## src/rtl/alr_pkg.sv

```systemverilog
// Shared types and constants for the antialiased line rasterizer.
package alr_pkg;

   // Fixed-point formats
   localparam int CoordW    = 16;              // endpoint coordinate, Q12.4
   localparam int CoordFrac = 4;
   localparam int GradFrac  = 16;
   localparam int GradW     = 18;              // gradient, signed Q1.16
   localparam int CrossW    = 30;              // minor crossing, signed Q.16
   localparam int ColW      = CoordW - CoordFrac + 1;  // major pixel column
   localparam int PosW      = ColW + 1;        // pixel position before wrap
   localparam int PixW      = 12;
   localparam int CovW      = 8;
   localparam int WinW      = 13;
   localparam int WeightW   = GradFrac + CoordFrac + 1;  // weight, unit 2^20
   localparam int DivW      = CoordW + 1;      // divider operand and quotient
   localparam int MulBW     = CoordFrac + 2;   // small multiplier operand
   localparam int MulPW     = GradW + MulBW;
   localparam int CsrAddrW  = 3;
   localparam int CsrDataW  = 32;

   localparam logic ACT_START = 1'b0;
   localparam logic ACT_STEP  = 1'b1;

   localparam logic REG_WIDTH  = 1'b0;
   localparam logic REG_HEIGHT = 1'b1;

   localparam logic [WinW-1:0] WIN_RESET = 13'd1024;

   typedef struct packed {
      logic               action;
      logic signed [15:0] x_start;
      logic signed [15:0] y_start;
      logic signed [15:0] x_end;
      logic signed [15:0] y_end;
   } req_type;

   typedef struct packed {
      logic signed [11:0] pix_x;
      logic signed [11:0] pix_y;
      logic [7:0]         coverage;
      logic               visible;
      logic               last;
   } rsp_type;

   typedef enum logic [3:0] {
      ST_IDLE,
      ST_ORDER,
      ST_DIV_LOAD,
      ST_DIV_RUN,
      ST_E0_MUL,
      ST_E0_SUM,
      ST_E0_GAP,
      ST_E0_EMIT,
      ST_E1_MUL,
      ST_E1_SUM,
      ST_E1_GAP,
      ST_E1_EMIT,
      ST_STEP_HI,
      ST_STEP_LO
   } state_type;

   typedef enum logic {
      MUL_DIST,
      MUL_GAP
   } mul_op_type;

   typedef enum logic [1:0] {
      EMIT_END0,
      EMIT_END1,
      EMIT_HI,
      EMIT_LO
   } emit_type;

   typedef struct packed {
      logic       req_ready;
      logic       order_en;
      logic       div_start;
      logic       grad_en;
      logic       mul_en;
      mul_op_type mul_op;
      logic       end_sel;
      logic       ye_en;
      logic       emit_en;
      emit_type   emit_kind;
   } ctrl_type;

   typedef struct packed {
      logic req_fire;
      logic action;
      logic line_active;
      logic div_done;
      logic out_free;
   } status_type;

endpackage

```

## src/rtl/antialiased_line_rasterizer.sv

```systemverilog
// Top level of the Wu antialiased line rasterizer.
//
//   Channel   Direction  Handshake              Content
//   req_*     in         req_valid / req_ready  action and two Q12.4 endpoints
//   rsp_*     out        rsp_valid / rsp_ready  one pixel: x, y, coverage, visible, last
//   APB       in/out     psel, penable, pready  window width (0x0), window height (0x4)
//
// From acceptance until req_ready returns, a start request passes through a state that swaps
// and orders the endpoints, the radix-2 divider that forms the gradient (load,
// 17 quotient bits, hand-off), and multiply, sum, gap and emit states per endpoint
// around the shared small multiplier.
// A step request emits two pixels after acceptance: the row at the crossing, then the one below.
// A step with no line loaded is dropped in its acceptance cycle.
// A stalled result channel holds the sequencer in its emit state; the output register
// lets the next request be accepted while the last pixel still waits.
// Synchronous reset returns to idle with no line loaded and a 1024 x 1024 window.
module antialiased_line_rasterizer (
   input  logic                           clock,
   input  logic                           reset,
   input  logic                           req_valid,
   output logic                           req_ready,
   input  alr_pkg::req_type               req_data,
   output logic                           rsp_valid,
   input  logic                           rsp_ready,
   output alr_pkg::rsp_type               rsp_data,
   input  logic                           psel,
   input  logic                           penable,
   input  logic                           pwrite,
   input  logic [alr_pkg::CsrAddrW-1:0]   paddr,
   input  logic [alr_pkg::CsrDataW-1:0]   pwdata,
   output logic [alr_pkg::CsrDataW-1:0]   prdata,
   output logic                           pready
);

   localparam int CW  = alr_pkg::CoordW;
   localparam int GW  = alr_pkg::GradW;
   localparam int XW  = alr_pkg::CrossW;
   localparam int LW  = alr_pkg::ColW;
   localparam int PW  = alr_pkg::PosW;
   localparam int DW  = alr_pkg::DivW;
   localparam int BW  = alr_pkg::MulBW;
   localparam int MW  = alr_pkg::MulPW;
   localparam int CF  = alr_pkg::CoordFrac;
   localparam int GF  = alr_pkg::GradFrac;
   localparam int UpS = GF - CF;

   localparam logic signed [GW-1:0] GradOne  = GW'(1) << GF;
   localparam logic signed [CW:0]   HalfPix  = (CW + 1)'(1) << (CF - 1);
   localparam logic signed [BW-1:0] HalfB    = BW'(1) << (CF - 1);
   localparam logic [BW-1:0]        OneB     = BW'(1) << CF;
   localparam logic [GF:0]          OneG     = (GF + 1)'(1) << GF;

   alr_pkg::ctrl_type   ctrl;
   alr_pkg::status_type status;
   alr_pkg::rsp_type    pix;

   // ---------------------------------------------------------------- config
   logic [alr_pkg::WinW-1:0] win_w_ff, win_w_in;
   logic [alr_pkg::WinW-1:0] win_h_ff, win_h_in;
   logic                     csr_write;

   // Decode the register by its word address; the byte offset is ignored.
   always_comb begin
      csr_write = psel && penable && pwrite;
      win_w_in  = win_w_ff;
      win_h_in  = win_h_ff;
      if (csr_write && paddr[2] == alr_pkg::REG_WIDTH) begin
         win_w_in = pwdata[alr_pkg::WinW-1:0];
      end
      if (csr_write && paddr[2] == alr_pkg::REG_HEIGHT) begin
         win_h_in = pwdata[alr_pkg::WinW-1:0];
      end
      prdata = (paddr[2] == alr_pkg::REG_HEIGHT) ?
               alr_pkg::CsrDataW'(win_h_ff) : alr_pkg::CsrDataW'(win_w_ff);
      pready = 1'b1;
   end

   // ---------------------------------------------------------------- request capture
   alr_pkg::req_type in_ff, in_in;
   logic             req_fire;

   always_comb begin
      req_ready = ctrl.req_ready;
      req_fire  = req_valid && ctrl.req_ready;
      in_in     = req_fire ? req_data : in_ff;
   end

   // ---------------------------------------------------------------- setup: swap, order
   logic signed [CW-1:0] x0, y0, x1, y1;
   logic signed [CW:0]   dx_raw, dy_raw, dmin;
   logic [DW-1:0]        adx, ady, adm;
   logic                 steep;
   logic signed [CW-1:0] mj0, mn0, mj1, mn1;
   logic                 flip;

   logic                 steep_ff, steep_in;
   logic signed [CW-1:0] maj0_ff, maj0_in, min0_ff, min0_in;
   logic signed [CW-1:0] maj1_ff, maj1_in, min1_ff, min1_in;
   logic [DW-1:0]        dx_ff, dx_in, dyabs_ff, dyabs_in;
   logic                 dyneg_ff, dyneg_in;

   always_comb begin
      x0     = $signed(in_ff.x_start);
      y0     = $signed(in_ff.y_start);
      x1     = $signed(in_ff.x_end);
      y1     = $signed(in_ff.y_end);
      dx_raw = $signed({x1[CW-1], x1}) - $signed({x0[CW-1], x0});
      dy_raw = $signed({y1[CW-1], y1}) - $signed({y0[CW-1], y0});
      adx    = dx_raw[CW] ? DW'(-dx_raw) : DW'(dx_raw);
      ady    = dy_raw[CW] ? DW'(-dy_raw) : DW'(dy_raw);
      steep  = ady > adx;
      mj0    = steep ? y0 : x0;
      mn0    = steep ? x0 : y0;
      mj1    = steep ? y1 : x1;
      mn1    = steep ? x1 : y1;
      // order by major coordinate; equal endpoints keep their order
      flip   = mj0 > mj1;
      maj0_in = maj0_ff;
      min0_in = min0_ff;
      maj1_in = maj1_ff;
      min1_in = min1_ff;
      steep_in = steep_ff;
      dx_in    = dx_ff;
      dyabs_in = dyabs_ff;
      dyneg_in = dyneg_ff;
      dmin     = flip ? ($signed({mn0[CW-1], mn0}) - $signed({mn1[CW-1], mn1})) :
                        ($signed({mn1[CW-1], mn1}) - $signed({mn0[CW-1], mn0}));
      adm      = dmin[CW] ? DW'(-dmin) : DW'(dmin);
      if (ctrl.order_en) begin
         steep_in = steep;
         maj0_in  = flip ? mj1 : mj0;
         min0_in  = flip ? mn1 : mn0;
         maj1_in  = flip ? mj0 : mj1;
         min1_in  = flip ? mn0 : mn1;
         dx_in    = steep ? ady : adx;
         dyabs_in = adm;
         dyneg_in = dmin[CW];
      end
   end

   // ---------------------------------------------------------------- gradient divide
   logic                 div_done;
   logic [DW-1:0]        div_quot;
   logic signed [GW-1:0] grad_ff, grad_in;

   alr_div u_div (
      .clock (clock),
      .reset (reset),
      .start (ctrl.div_start),
      .num   (dyabs_ff),
      .den   (dx_ff),
      .done  (div_done),
      .quot  (div_quot)
   );

   // A zero-length major span has zero minor span too: use a gradient of one.
   always_comb begin
      grad_in = grad_ff;
      if (ctrl.grad_en) begin
         if (dx_ff == '0) begin
            grad_in = GradOne;
         end else if (dyneg_ff) begin
            grad_in = -$signed({1'b0, div_quot});
         end else begin
            grad_in = $signed({1'b0, div_quot});
         end
      end
   end

   // ---------------------------------------------------------------- endpoints
   logic signed [CW:0]    sum0, sum1;
   logic signed [LW-1:0]  col0, col1;
   logic [CF-1:0]         frac0, frac1, frac_sel;
   logic signed [CW-1:0]  minor_sel;
   logic signed [BW-1:0]  col_off;
   logic [BW-1:0]         gap;
   logic                  single;

   always_comb begin
      // column = floor(x + 0.5); the fraction of x + 0.5 sets the end gap
      sum0      = $signed({maj0_ff[CW-1], maj0_ff}) + HalfPix;
      sum1      = $signed({maj1_ff[CW-1], maj1_ff}) + HalfPix;
      col0      = sum0[CW:CF];
      col1      = sum1[CW:CF];
      frac0     = sum0[CF-1:0];
      frac1     = sum1[CF-1:0];
      frac_sel  = ctrl.end_sel ? frac1 : frac0;
      minor_sel = ctrl.end_sel ? min1_ff : min0_ff;
      col_off   = HalfB - $signed(BW'(frac_sel));
      gap       = ctrl.end_sel ? BW'(frac1) : (OneB - BW'(frac0));
      single    = $signed({col1[LW-1], col1}) <= ($signed({col0[LW-1], col0}) + PW'(1));
   end

   // ---------------------------------------------------------------- shared multiplier
   logic signed [GW-1:0] mul_a;
   logic signed [BW-1:0] mul_b;
   logic signed [MW-1:0] mul_ff, mul_in;
   logic signed [XW-1:0] ye_ff, ye_in;

   always_comb begin
      case (ctrl.mul_op)
         alr_pkg::MUL_DIST: begin
            mul_a = grad_ff;
            mul_b = col_off;
         end
         alr_pkg::MUL_GAP: begin
            mul_a = $signed({1'b0, OneG - {1'b0, ye_ff[GF-1:0]}});
            mul_b = $signed(gap);
         end
         default: begin
            mul_a = grad_ff;
            mul_b = col_off;
         end
      endcase
      mul_in = ctrl.mul_en ? (mul_a * mul_b) : mul_ff;
      // crossing = y * 2^12 + floor(gradient * (column - x) / 16)
      ye_in = ye_ff;
      if (ctrl.ye_en) begin
         ye_in = $signed({{(XW - CW - UpS){minor_sel[CW-1]}}, minor_sel, {UpS{1'b0}}}) +
                 $signed({{(XW - MW + CF){mul_ff[MW-1]}}, mul_ff[MW-1:CF]});
      end
   end

   // ---------------------------------------------------------------- line walk state
   logic signed [XW-1:0] cross_ff, cross_in;
   logic signed [LW-1:0] cur_ff, cur_in;
   logic signed [LW-1:0] final_ff, final_in;
   logic                 active_ff, active_in;
   logic                 step_last;
   logic signed [PW-1:0] ip;

   always_comb begin
      ip        = cross_ff[XW-1:GF];
      step_last = ($signed({cur_ff[LW-1], cur_ff}) + PW'(1)) >=
                  $signed({final_ff[LW-1], final_ff});
      cross_in  = cross_ff;
      cur_in    = cur_ff;
      final_in  = final_ff;
      active_in = active_ff;
      if (ctrl.emit_en) begin
         case (ctrl.emit_kind)
            alr_pkg::EMIT_END0: begin
               cross_in = ye_ff + $signed({{(XW - GW){grad_ff[GW-1]}}, grad_ff});
               cur_in   = col0 + LW'(1);
            end
            alr_pkg::EMIT_END1: begin
               final_in  = col1;
               active_in = !single;
            end
            alr_pkg::EMIT_LO: begin
               cross_in = cross_ff + $signed({{(XW - GW){grad_ff[GW-1]}}, grad_ff});
               cur_in   = cur_ff + LW'(1);
               if (step_last) begin
                  active_in = 1'b0;
               end
            end
            default: begin
               cross_in = cross_ff;
            end
         endcase
      end
   end

   // ---------------------------------------------------------------- pixel select
   logic signed [PW-1:0]            px_major, px_minor;
   logic [alr_pkg::WeightW-1:0]     px_weight;
   logic                            px_last;

   always_comb begin
      case (ctrl.emit_kind)
         alr_pkg::EMIT_END0: begin
            px_major  = $signed({col0[LW-1], col0});
            px_minor  = ye_ff[XW-1:GF];
            px_weight = mul_ff[alr_pkg::WeightW-1:0];
            px_last   = 1'b0;
         end
         alr_pkg::EMIT_END1: begin
            px_major  = $signed({col1[LW-1], col1});
            px_minor  = ye_ff[XW-1:GF];
            px_weight = mul_ff[alr_pkg::WeightW-1:0];
            px_last   = single;
         end
         alr_pkg::EMIT_HI: begin
            px_major  = $signed({cur_ff[LW-1], cur_ff});
            px_minor  = ip;
            px_weight = {OneG - {1'b0, cross_ff[GF-1:0]}, {CF{1'b0}}};
            px_last   = 1'b0;
         end
         alr_pkg::EMIT_LO: begin
            px_major  = $signed({cur_ff[LW-1], cur_ff});
            px_minor  = ip + PW'(1);
            px_weight = {1'b0, cross_ff[GF-1:0], {CF{1'b0}}};
            px_last   = step_last;
         end
         default: begin
            px_major  = '0;
            px_minor  = '0;
            px_weight = '0;
            px_last   = 1'b0;
         end
      endcase
   end

   alr_pixel u_pixel (
      .steep  (steep_ff),
      .major  (px_major),
      .minor  (px_minor),
      .weight (px_weight),
      .last   (px_last),
      .win_w  (win_w_ff),
      .win_h  (win_h_ff),
      .pix    (pix)
   );

   // ---------------------------------------------------------------- output register
   logic             rsp_valid_ff, rsp_valid_in;
   alr_pkg::rsp_type rsp_ff, rsp_in;
   logic             out_free;

   // Take a new pixel when the register is empty or drains this cycle.
   always_comb begin
      out_free     = !rsp_valid_ff || rsp_ready;
      rsp_valid_in = ctrl.emit_en ? 1'b1 : (rsp_ready ? 1'b0 : rsp_valid_ff);
      rsp_in       = ctrl.emit_en ? pix : rsp_ff;
      rsp_valid    = rsp_valid_ff;
      rsp_data     = rsp_ff;
   end

   // ---------------------------------------------------------------- sequencer
   always_comb begin
      status.req_fire    = req_fire;
      status.action      = req_data.action;
      status.line_active = active_ff;
      status.div_done    = div_done;
      status.out_free    = out_free;
   end

   alr_ctrl u_ctrl (
      .clock  (clock),
      .reset  (reset),
      .status (status),
      .ctrl   (ctrl)
   );

   // ---------------------------------------------------------------- registers
   always_ff @(posedge clock) begin
      if (reset) begin
         win_w_ff     <= alr_pkg::WIN_RESET;
         win_h_ff     <= alr_pkg::WIN_RESET;
         rsp_valid_ff <= 1'b0;
         active_ff    <= 1'b0;
         steep_ff     <= 1'b0;
         grad_ff      <= '0;
         cross_ff     <= '0;
         cur_ff       <= '0;
         final_ff     <= '0;
      end else begin
         win_w_ff     <= win_w_in;
         win_h_ff     <= win_h_in;
         rsp_valid_ff <= rsp_valid_in;
         active_ff    <= active_in;
         steep_ff     <= steep_in;
         grad_ff      <= grad_in;
         cross_ff     <= cross_in;
         cur_ff       <= cur_in;
         final_ff     <= final_in;
      end
   end

   always_ff @(posedge clock) begin
      in_ff    <= in_in;
      maj0_ff  <= maj0_in;
      min0_ff  <= min0_in;
      maj1_ff  <= maj1_in;
      min1_ff  <= min1_in;
      dx_ff    <= dx_in;
      dyabs_ff <= dyabs_in;
      dyneg_ff <= dyneg_in;
      mul_ff   <= mul_in;
      ye_ff    <= ye_in;
      rsp_ff   <= rsp_in;
   end

endmodule

```

## src/rtl/alr_div.sv

```systemverilog
// Iterative restoring divider for the line gradient, one quotient bit per cycle.
module alr_div (
   input  logic                     clock,
   input  logic                     reset,
   input  logic                     start,
   input  logic [alr_pkg::DivW-1:0] num,
   input  logic [alr_pkg::DivW-1:0] den,
   output logic                     done,
   output logic [alr_pkg::DivW-1:0] quot
);

   localparam int CntW = $clog2(alr_pkg::DivW);
   localparam logic [CntW-1:0] CntLast = CntW'(alr_pkg::DivW - 1);

   logic [alr_pkg::DivW:0]   rem_ff, rem_in;
   logic [alr_pkg::DivW-1:0] quo_ff, quo_in;
   logic [CntW-1:0]          cnt_ff, cnt_in;
   logic                     busy_ff, busy_in;
   logic                     done_ff, done_in;
   logic [alr_pkg::DivW:0]   trial;
   logic [alr_pkg::DivW:0]   diff;
   logic                     fits;

   // First step compares without a shift: numerator never exceeds the divisor.
   always_comb begin
      trial = (cnt_ff == '0) ? rem_ff : {rem_ff[alr_pkg::DivW-1:0], 1'b0};
      diff  = trial - {1'b0, den};
      fits  = (trial >= {1'b0, den});
   end

   always_comb begin
      rem_in  = rem_ff;
      quo_in  = quo_ff;
      cnt_in  = cnt_ff;
      busy_in = busy_ff;
      done_in = 1'b0;
      if (start) begin
         rem_in  = {1'b0, num};
         quo_in  = '0;
         cnt_in  = '0;
         busy_in = 1'b1;
      end else if (busy_ff) begin
         rem_in = fits ? diff : trial;
         quo_in = {quo_ff[alr_pkg::DivW-2:0], fits};
         cnt_in = cnt_ff + 1'b1;
         if (cnt_ff == CntLast) begin
            busy_in = 1'b0;
            done_in = 1'b1;
         end
      end
   end

   always_ff @(posedge clock) begin
      if (reset) begin
         cnt_ff  <= '0;
         busy_ff <= 1'b0;
         done_ff <= 1'b0;
      end else begin
         cnt_ff  <= cnt_in;
         busy_ff <= busy_in;
         done_ff <= done_in;
      end
   end

   always_ff @(posedge clock) begin
      rem_ff <= rem_in;
      quo_ff <= quo_in;
   end

   assign done = done_ff;
   assign quot = quo_ff;

endmodule

```

## src/rtl/alr_pixel.sv

```systemverilog
// Pixel formatter: axis unswap, window clipping, coverage scaling.
module alr_pixel (
   input  logic                               steep,
   input  logic signed [alr_pkg::PosW-1:0]    major,
   input  logic signed [alr_pkg::PosW-1:0]    minor,
   input  logic [alr_pkg::WeightW-1:0]        weight,
   input  logic                               last,
   input  logic [alr_pkg::WinW-1:0]           win_w,
   input  logic [alr_pkg::WinW-1:0]           win_h,
   output alr_pkg::rsp_type                   pix
);

   localparam int ScaleW = alr_pkg::WeightW + alr_pkg::CovW;
   localparam int FracW  = alr_pkg::WeightW - 1;

   logic signed [alr_pkg::PosW-1:0] px;
   logic signed [alr_pkg::PosW-1:0] py;
   logic                            vis;
   logic [ScaleW-1:0]               scaled;

   always_comb begin
      px  = steep ? minor : major;
      py  = steep ? major : minor;
      vis = !px[alr_pkg::PosW-1] && !py[alr_pkg::PosW-1] &&
            (px < $signed({1'b0, win_w})) && (py < $signed({1'b0, win_h}));
      // w * 255 + half, then drop the fraction
      scaled = {weight, {alr_pkg::CovW{1'b0}}} - {{alr_pkg::CovW{1'b0}}, weight} +
               (ScaleW'(1) << (FracW - 1));
      pix.pix_x    = px[alr_pkg::PixW-1:0];
      pix.pix_y    = py[alr_pkg::PixW-1:0];
      pix.coverage = scaled[FracW +: alr_pkg::CovW];
      pix.visible  = vis;
      pix.last     = last;
   end

endmodule

```

## src/rtl/alr_ctrl.sv

```systemverilog
// Sequencer for the rasterizer: setup, divide, endpoint and step phases.
module alr_ctrl (
   input  logic                 clock,
   input  logic                 reset,
   input  alr_pkg::status_type  status,
   output alr_pkg::ctrl_type    ctrl
);

   alr_pkg::state_type state_ff, state_in;

   always_comb begin
      state_in = state_ff;
      case (state_ff)
         alr_pkg::ST_IDLE: begin
            if (status.req_fire) begin
               if (status.action == alr_pkg::ACT_START) begin
                  state_in = alr_pkg::ST_ORDER;
               end else if (status.line_active) begin
                  state_in = alr_pkg::ST_STEP_HI;
               end
            end
         end
         alr_pkg::ST_ORDER:    state_in = alr_pkg::ST_DIV_LOAD;
         alr_pkg::ST_DIV_LOAD: state_in = alr_pkg::ST_DIV_RUN;
         alr_pkg::ST_DIV_RUN: begin
            if (status.div_done) begin
               state_in = alr_pkg::ST_E0_MUL;
            end
         end
         alr_pkg::ST_E0_MUL: state_in = alr_pkg::ST_E0_SUM;
         alr_pkg::ST_E0_SUM: state_in = alr_pkg::ST_E0_GAP;
         alr_pkg::ST_E0_GAP: state_in = alr_pkg::ST_E0_EMIT;
         alr_pkg::ST_E0_EMIT: begin
            if (status.out_free) begin
               state_in = alr_pkg::ST_E1_MUL;
            end
         end
         alr_pkg::ST_E1_MUL: state_in = alr_pkg::ST_E1_SUM;
         alr_pkg::ST_E1_SUM: state_in = alr_pkg::ST_E1_GAP;
         alr_pkg::ST_E1_GAP: state_in = alr_pkg::ST_E1_EMIT;
         alr_pkg::ST_E1_EMIT: begin
            if (status.out_free) begin
               state_in = alr_pkg::ST_IDLE;
            end
         end
         alr_pkg::ST_STEP_HI: begin
            if (status.out_free) begin
               state_in = alr_pkg::ST_STEP_LO;
            end
         end
         alr_pkg::ST_STEP_LO: begin
            if (status.out_free) begin
               state_in = alr_pkg::ST_IDLE;
            end
         end
         default: state_in = alr_pkg::ST_IDLE;
      endcase
   end

   always_comb begin
      ctrl           = '0;
      ctrl.mul_op    = alr_pkg::MUL_DIST;
      ctrl.emit_kind = alr_pkg::EMIT_END0;
      case (state_ff)
         alr_pkg::ST_IDLE:     ctrl.req_ready = 1'b1;
         alr_pkg::ST_ORDER:    ctrl.order_en  = 1'b1;
         alr_pkg::ST_DIV_LOAD: ctrl.div_start = 1'b1;
         alr_pkg::ST_DIV_RUN:  ctrl.grad_en   = status.div_done;
         alr_pkg::ST_E0_MUL: begin
            ctrl.mul_en = 1'b1;
         end
         alr_pkg::ST_E0_SUM: begin
            ctrl.ye_en = 1'b1;
         end
         alr_pkg::ST_E0_GAP: begin
            ctrl.mul_en = 1'b1;
            ctrl.mul_op = alr_pkg::MUL_GAP;
         end
         alr_pkg::ST_E0_EMIT: begin
            ctrl.emit_en   = status.out_free;
            ctrl.emit_kind = alr_pkg::EMIT_END0;
         end
         alr_pkg::ST_E1_MUL: begin
            ctrl.mul_en  = 1'b1;
            ctrl.end_sel = 1'b1;
         end
         alr_pkg::ST_E1_SUM: begin
            ctrl.ye_en   = 1'b1;
            ctrl.end_sel = 1'b1;
         end
         alr_pkg::ST_E1_GAP: begin
            ctrl.mul_en  = 1'b1;
            ctrl.mul_op  = alr_pkg::MUL_GAP;
            ctrl.end_sel = 1'b1;
         end
         alr_pkg::ST_E1_EMIT: begin
            ctrl.emit_en   = status.out_free;
            ctrl.emit_kind = alr_pkg::EMIT_END1;
            ctrl.end_sel   = 1'b1;
         end
         alr_pkg::ST_STEP_HI: begin
            ctrl.emit_en   = status.out_free;
            ctrl.emit_kind = alr_pkg::EMIT_HI;
         end
         alr_pkg::ST_STEP_LO: begin
            ctrl.emit_en   = status.out_free;
            ctrl.emit_kind = alr_pkg::EMIT_LO;
         end
         default: ctrl.req_ready = 1'b0;
      endcase
   end

   always_ff @(posedge clock) begin
      if (reset) begin
         state_ff <= alr_pkg::ST_IDLE;
      end else begin
         state_ff <= state_in;
      end
   end

endmodule

```

## config.mk

```make
export PLATFORM = sky130hd
export DESIGN_NAME = antialiased_line_rasterizer
export DESIGN_NICKNAME = d
export VERILOG_FILES = /design/src/rtl/alr_pkg.sv /design/src/rtl/antialiased_line_rasterizer.sv /design/src/rtl/alr_div.sv /design/src/rtl/alr_pixel.sv /design/src/rtl/alr_ctrl.sv
export SDC_FILE = /design/constraint.sdc
export NUM_CORES = 2
export LEC_CHECK = 0
export ABC_AREA = 0
export BUFFER_PORTS_ARGS = -buffer_cell sky130_fd_sc_hd__buf_2
export CAP_MARGIN = 15
export CORE_UTILIZATION = 45
export CTS_BUF_LIST = sky130_fd_sc_hd__clkbuf_16
export CTS_CLUSTER_SIZE = 28
export DETAILED_ROUTE_END_ITERATION = 16
export PLACE_DENSITY = 0.62
export REMOVE_ABC_BUFFERS = 1
export SYNTH_ARGS = -nofsm -noshare
export SYNTH_HDL_FRONTEND = slang
export SYNTH_SLANG_ARGS = --single-unit
```

## constraint.sdc

```tcl
create_clock -name clock -period 12.5 [get_ports clock]
set_input_delay 1.25 -clock clock [delete_from_list [all_inputs] [get_ports clock]]
set_output_delay 1.25 -clock clock [all_outputs]
set_load 0.1 [all_outputs]
```

==> Yosys cells after proc, flatten, opt, wreduce, memory -nomap -nowiden <==
Cells that the tools add are included.
{ "totals": {"rom_bits": 0, "memories": 0, "elab_cells": 189, "ff_bits": 400, "latchBits": 0, "input_bits": 107, "mem_bits_rw": 0} }
{ "classes": {"addsub": 26, "div_mod_pow": 0, "n_reduce_logical": 35, "muxes": 58, "shifts": 0, "multipliers": 1, "n_lt_le_gt_ge": 7, "bitwise_logic": 3, "n_eq_ne": 24} }
{ "op_table": {"columns": ["cell", "n"], "rows": [
  ["$mux 16", 10],
  ["$mux 17", 6],
  ["$pmux 14 s3", 2],
  ["$mux 18", 4],
  ["$sub 16x16->17", 4],
  ["$pmux 21 s3", 1],
  ["$add 30x18->30", 2],
  ["$pmux 30 s2", 1],
  ["$pmux 4 s13", 1],
  ["$neg 17->17", 3],
  ["$pmux 18 s2", 1],
  ["$add 16x5->17 const B", 2],
  ["$sub 17x16->17 const A", 2],
  ["$mux 4", 8],
  ["$add 28x20->29", 1],
  ["$add 13x2->14 const B", 2],
  ["$add 28x20->28 const B", 1],
  ["$lt 14x14->1", 2],
  ["$mux 14", 2],
  ["$sub 28x21->28", 1],
  ["$add 13x2->13 const B", 2],
  ["$pmux 13 s2", 1],
  ["$eq 4x4->1 const B", 6],
  ["$mul 18x6->24", 1],
  ["42 further kinds", 88]
]} }

==> Depth between registers and ports, before layout <==
{ "depth": {"depth_word": 11, "depth_mapped": 42} }

==> By module <==
From an unflattened synthesis, not the netlist that was laid out.
{ "hier_totals": {"hier_cells": 3700, "hier_area_um2": 33836.2} }
{ "modules_own_cells": {"columns": ["mod", "area_each_um2", "seq_area_each_um2", "cells_each", "n_inst"], "rows": [
  ["antialiased_line_rasterizer", 28715.0, 9569.2, 3097, 1],
  ["alr_div", 2921.6, 1011.0, 324, 1],
  ["alr_pixel", 1769.2, 0.0, 216, 1],
  ["alr_ctrl", 430.4, 80.1, 63, 1]
]} }

==> Least setup slack after synthesis <==
Ideal clock, no wire load.
{ "synth_path": {"path_type": "register to register", "from": "reg u_ctrl.state_ff[2]", "to": "reg steep_ff", "path_stages_with_launch": 6, "slack_ns": 4.158, "t_required_ns": 12.372, "setup_ns": 0.128, "t_arrival_ns": 8.214, "cell_sequence": "dfxtp_1 clkbuf_1 buf_1 nor3_1 mux2i_1 nor2_1"} }
{ "synth_between": {"elab_chain_cells": 2} }
{ "synth_rtl": {"columns": ["item", "line", "text"], "rows": [
  ["from (decl)", "alr_ctrl.sv:9", "alr_pkg::state_type state_ff, state_in;"],
  ["from (signal assigned)", "alr_ctrl.sv:115", "state_ff <= alr_pkg::ST_IDLE;"],
  ["from (signal assigned)", "alr_ctrl.sv:117", "state_ff <= state_in;"],
  ["$eq 4x1->1", "alr_ctrl.sv:64", "case (state_ff)"],
  ["$mux 1", "alr_ctrl.sv:64", null],
  ["to (signal assigned)", "antialiased_line_rasterizer.sv:362", "steep_ff <= steep_in;"],
  ["to (decl)", "antialiased_line_rasterizer.sv:96", "logic steep_ff, steep_in;"]
]} }
Every way passes these cells.
A chain may end at the register's enable or synchronous reset.

==> Final worst setup path <==
{ "layout_path": {"from": "reg in_ff (netlist bit y1[0])", "to": "reg dyabs_ff[16] (data pin)"} }
{ "layout_between": {"elab_chain_cells": 8, "word_cells_on_any_way": 13} }
{ "layout_rtl": {"columns": ["item", "line", "text"], "rows": [
  ["from (decl)", "antialiased_line_rasterizer.sv:79", "alr_pkg::req_type in_ff, in_in;"],
  ["from (signal assigned)", "antialiased_line_rasterizer.sv:371", "in_ff <= in_in;"],
  ["$sub 16x16->17", "antialiased_line_rasterizer.sv:108", "dy_raw = $signed({y1[CW-1], y1}) - $signed({y0[CW-1], y0});"],
  ["$neg 17->17", "antialiased_line_rasterizer.sv:110", "ady = dy_raw[CW] ? DW'(-dy_raw) : DW'(dy_raw);"],
  ["$mux 17", "antialiased_line_rasterizer.sv:110", null],
  ["$gt 17x17->1", "antialiased_line_rasterizer.sv:111", "steep = ady > adx;"],
  ["$mux 16, on equally long branches", null, null],
  ["$sub 16x16->17 (tied with other cells)", "antialiased_line_rasterizer.sv:127", "($signed({mn1[CW-1], mn1}) - $signed({mn0[CW-1], mn0}));"],
  ["$mux 17 *", "antialiased_line_rasterizer.sv:126", "dmin = flip ? ($signed({mn0[CW-1], mn0}) - $signed({mn1[CW-1], mn1})) :"],
  ["$neg 17->17", "antialiased_line_rasterizer.sv:128", "adm = dmin[CW] ? DW'(-dmin) : DW'(dmin);"],
  ["to (signal assigned)", "antialiased_line_rasterizer.sv:377", "dyabs_ff <= dyabs_in;"],
  ["to (decl)", "antialiased_line_rasterizer.sv:99", "logic [DW-1:0] dx_ff, dx_in, dyabs_ff, dyabs_in;"]
]} }
Every way passes the cells marked *; elsewhere a longest branch is shown, timed or not.

==> run metrics <==
initial antenna violation count 1; Worst R2R Start y1[0]; row count between 90 and 100; Slew HR 0.242; CTS H-tree lvls 2; post-synth top area share 0.242; vias per std cell 5.55; worst stage delay on the critical path between 0.7 and 0.8 ns; setup repair after global routing missed its margin false; setup bufs post-CTS 0; Avg Inst Size Synth 8.93 µm²; CTS resizes 0; routed wire length 85800 µm; first-pass GRT wire length 136000 µm; endpoints failing hold 0; vias post-DR ~27000; n_diodes 0; die area 0.0747 mm²; Placement Setup Slack 1.75 ns; endpoints failing setup 0; Setup crit start kind flop; TritonCTS clock tree yes; Worst setup EP type flop; Layout Nets 4277; Gate Count Post-Synth about 3700; largest net degree at the start of global routing 67; worst slew pin tran approximately 1.1 ns; Max Transition Viols Final 0; 1st-iter DRT viols 1639; Hold WC Path Type flop to flop; critical path type flop to flop; Post-DP Area 0.0347 mm²; dominant cells by area after synthesis edfxtp_1 (24%), ha_1 (12%), dfxtp_1 (8.0%); IO Pins 176; WL per Instance 17.9 µm; top fanout value on the critical path 39; Clock Tree Buf Depth 3; Async S/R FF share, synth 0; outcome completed; critical path's most frequent cell o21ai_0; Post-Syn Area around 0.033 mm²; sequential element share of the synthesized area 0.322; Layout Skew approximately 0.043 ns; number of enable flip-flop cells after synthesis 267; clock root cell clkbuf_16; Reg2Reg Setup Slack 1.88 ns; drt pass-1 iters 5; Ys Warns 0; worst path arrival time 11.08 ns; final worst slack 1.88 ns; quantity of I/O buffers inserted on ports approximately 130; Synth area leader edfxtp_1; post-route cell area 0.0364 mm²; Critical Path End dyabs_ff[16]; clock latency on the worst-skew pair 0.65 ns; Routability Congestion 0.904; #FFs+latches synth 399; Achievable Freq 94.2 MHz; Die W 273 µm; period utilisation layout 0.849; number of global-route vias before repair 25400; chip height about 270 µm; Final HPWL DP 66500 µm; R2R cell count 37; Fin Setup TNS 0 ns; minimum clock period 10.62 ns; CTS buffer count 49; GRT overflow 0; CP max stage cell a31oi_1; post-route ant nets 0; CTS Sinks 399; GRT Util Overall 0.229; DRC 0; Setup crit start y1[0]; Cell Count, Final, Fillers Out 4782; RR Endpoint dyabs_ff[16]; CTS Hold Bufs 0; Post-synth top flop edfxtp_1; share of cells above drive strength 1 0.0968; Clock Pin Slew Worst Setup and Hold Paths roughly 0.06 ns; CP required approximately 13 ns; initial core utilization 0.455; maxcap violations 0; area delta synth->final 9.87%; total core area 0.0728 mm²; filler instances approximately 7000; placed cell count 4690; Synth cell types 90
[worst max-delay path: cells and delay by family, from the launching register on]
| kind | cells | cell delay, ns |
|---|---|---|
| AOI/OAI and AO/OA | 17 | 4.27 |
| xor gates and xnor gates | 2 | 0.37 |
| adders and majority gates | 4 | 1.23 |
| buffers and inverters | 6 | 1.56 |
| DFF | 1 | 0.39 |
| muxes | 3 | 1.16 |
| and+or+nand+nor | 5 | 1.48 |
[layer usage]
layer  GRT usage  wire [µm]  part of all wire
met4      0.0675       2350             0.027
met2       0.377      39500              0.46
met1       0.311      40000              0.47
met5           0          0                 0
met3      0.0324       3980             0.046
[layout by cell type (no fill, tap or decap), types with 30 or more instances in the layout]
cell	n
a211oi_1	32
xnor2_1	142
or3_1	32
buf_2	133
ha_1	306
nor2b_1	41
mux2i_1	200
a21o_1	65
nand4_1	32
xor2_1	86
clkbuf_16	49
dfxtp_1	132
buf_4	35
nand2_1	455
inv_1	312
fa_1	81
a21oi_1	239
nor2_1	302
nor3_1	56
o21ai_0	187
mux2_2	62
and3_1	30
o21a_1	42
edfxtp_1	267
nand3_1	57
[cells by family after synthesis]
family                   Yosys count  synth area share
AO/OA/AOI/OAI                    804             0.154
XOR/XNOR                         230            0.0613
adder cells (fa/ha/maj)          388             0.165
buffers and inverters            470            0.0562
flip-flops                       399             0.322
multiplexers                     266            0.0835
other                              2          0.000227
AND/OR/NAND/NOR                 1147             0.158
[synthesized netlist by cell type (27+ instances only)]
| cell | number |
|---|---|
| nand3_1 | 57 |
| a21oi_1 | 240 |
| edfxtp_1 | 267 |
| mux2_2 | 62 |
| nand4_1 | 32 |
| dfxtp_1 | 132 |
| clkbuf_1 | 105 |
| a211oi_1 | 32 |
| nor3_1 | 58 |
| fa_1 | 81 |
| o21a_1 | 42 |
| ha_1 | 307 |
| or3_1 | 32 |
| nor2b_1 | 44 |
| nand2b_1 | 27 |
| xor2_1 | 86 |
| nand2_1 | 455 |
| mux2i_1 | 200 |
| inv_1 | 306 |
| a31oi_1 | 29 |
| a21o_1 | 65 |
| and3_1 | 30 |
| xnor2_1 | 142 |
| nor2_1 | 304 |
| o21ai_0 | 187 |
[worst min path at each step]
stage | end | cells after the start | from
final | win_w_ff[2] | 2 | win_w_ff[2]
after global routing | win_w_ff[5] | 2 | win_w_ff[5]
after CTS | win_w_ff[3] | 2 | win_w_ff[3]
after detailed placement | win_w_ff[3] | 2 | win_w_ff[3]
after global placement | win_w_ff[4] | 2 | win_w_ff[4]
after floorplan | ye_ff[7] | 0 | mul_ff[11]
[sequential cells by signal, indices dropped and copies added (netlist names), 17 cells and up]
| register | count |
|---|---|
| rsp_data | 34 |
| cross_ff | 30 |
| ye_ff | 29 |
| mul_ff | 24 |
| grad_ff | 18 |
| u_div.rem_ff | 18 |
| dx_ff | 17 |
| dyabs_ff | 17 |
| u_div.quot | 17 |
[through the flow]
step | util | hold WS (ns)
detailed placement | 0.476 | 0.450
floorplan | - | 0.421
global placement | 0.476 | 0.443
finish | 0.499 | 0.455
global route | 0.499 | 0.474
CTS | 0.499 | 0.459
[area by class of cell]
type / instances / area, µm² / share of cell area
Clock buffer: 49 / 1230 / 0.0337
Clock inverter: 43 / 467 / 0.0128
Inverter: 308 / 1160 / 0.0318
Multi-Input combinational cell: 2855 / 20700 / 0.570
Sequential cell: 399 / 10700 / 0.293
Tap cell: 959 / 1200 / 0.0330
Timing Repair Buffer: 169 / 948 / 0.0261
Power is not shown: default switching activity piles up to over one toggle a cycle in this logic, so the estimate is an artifact.
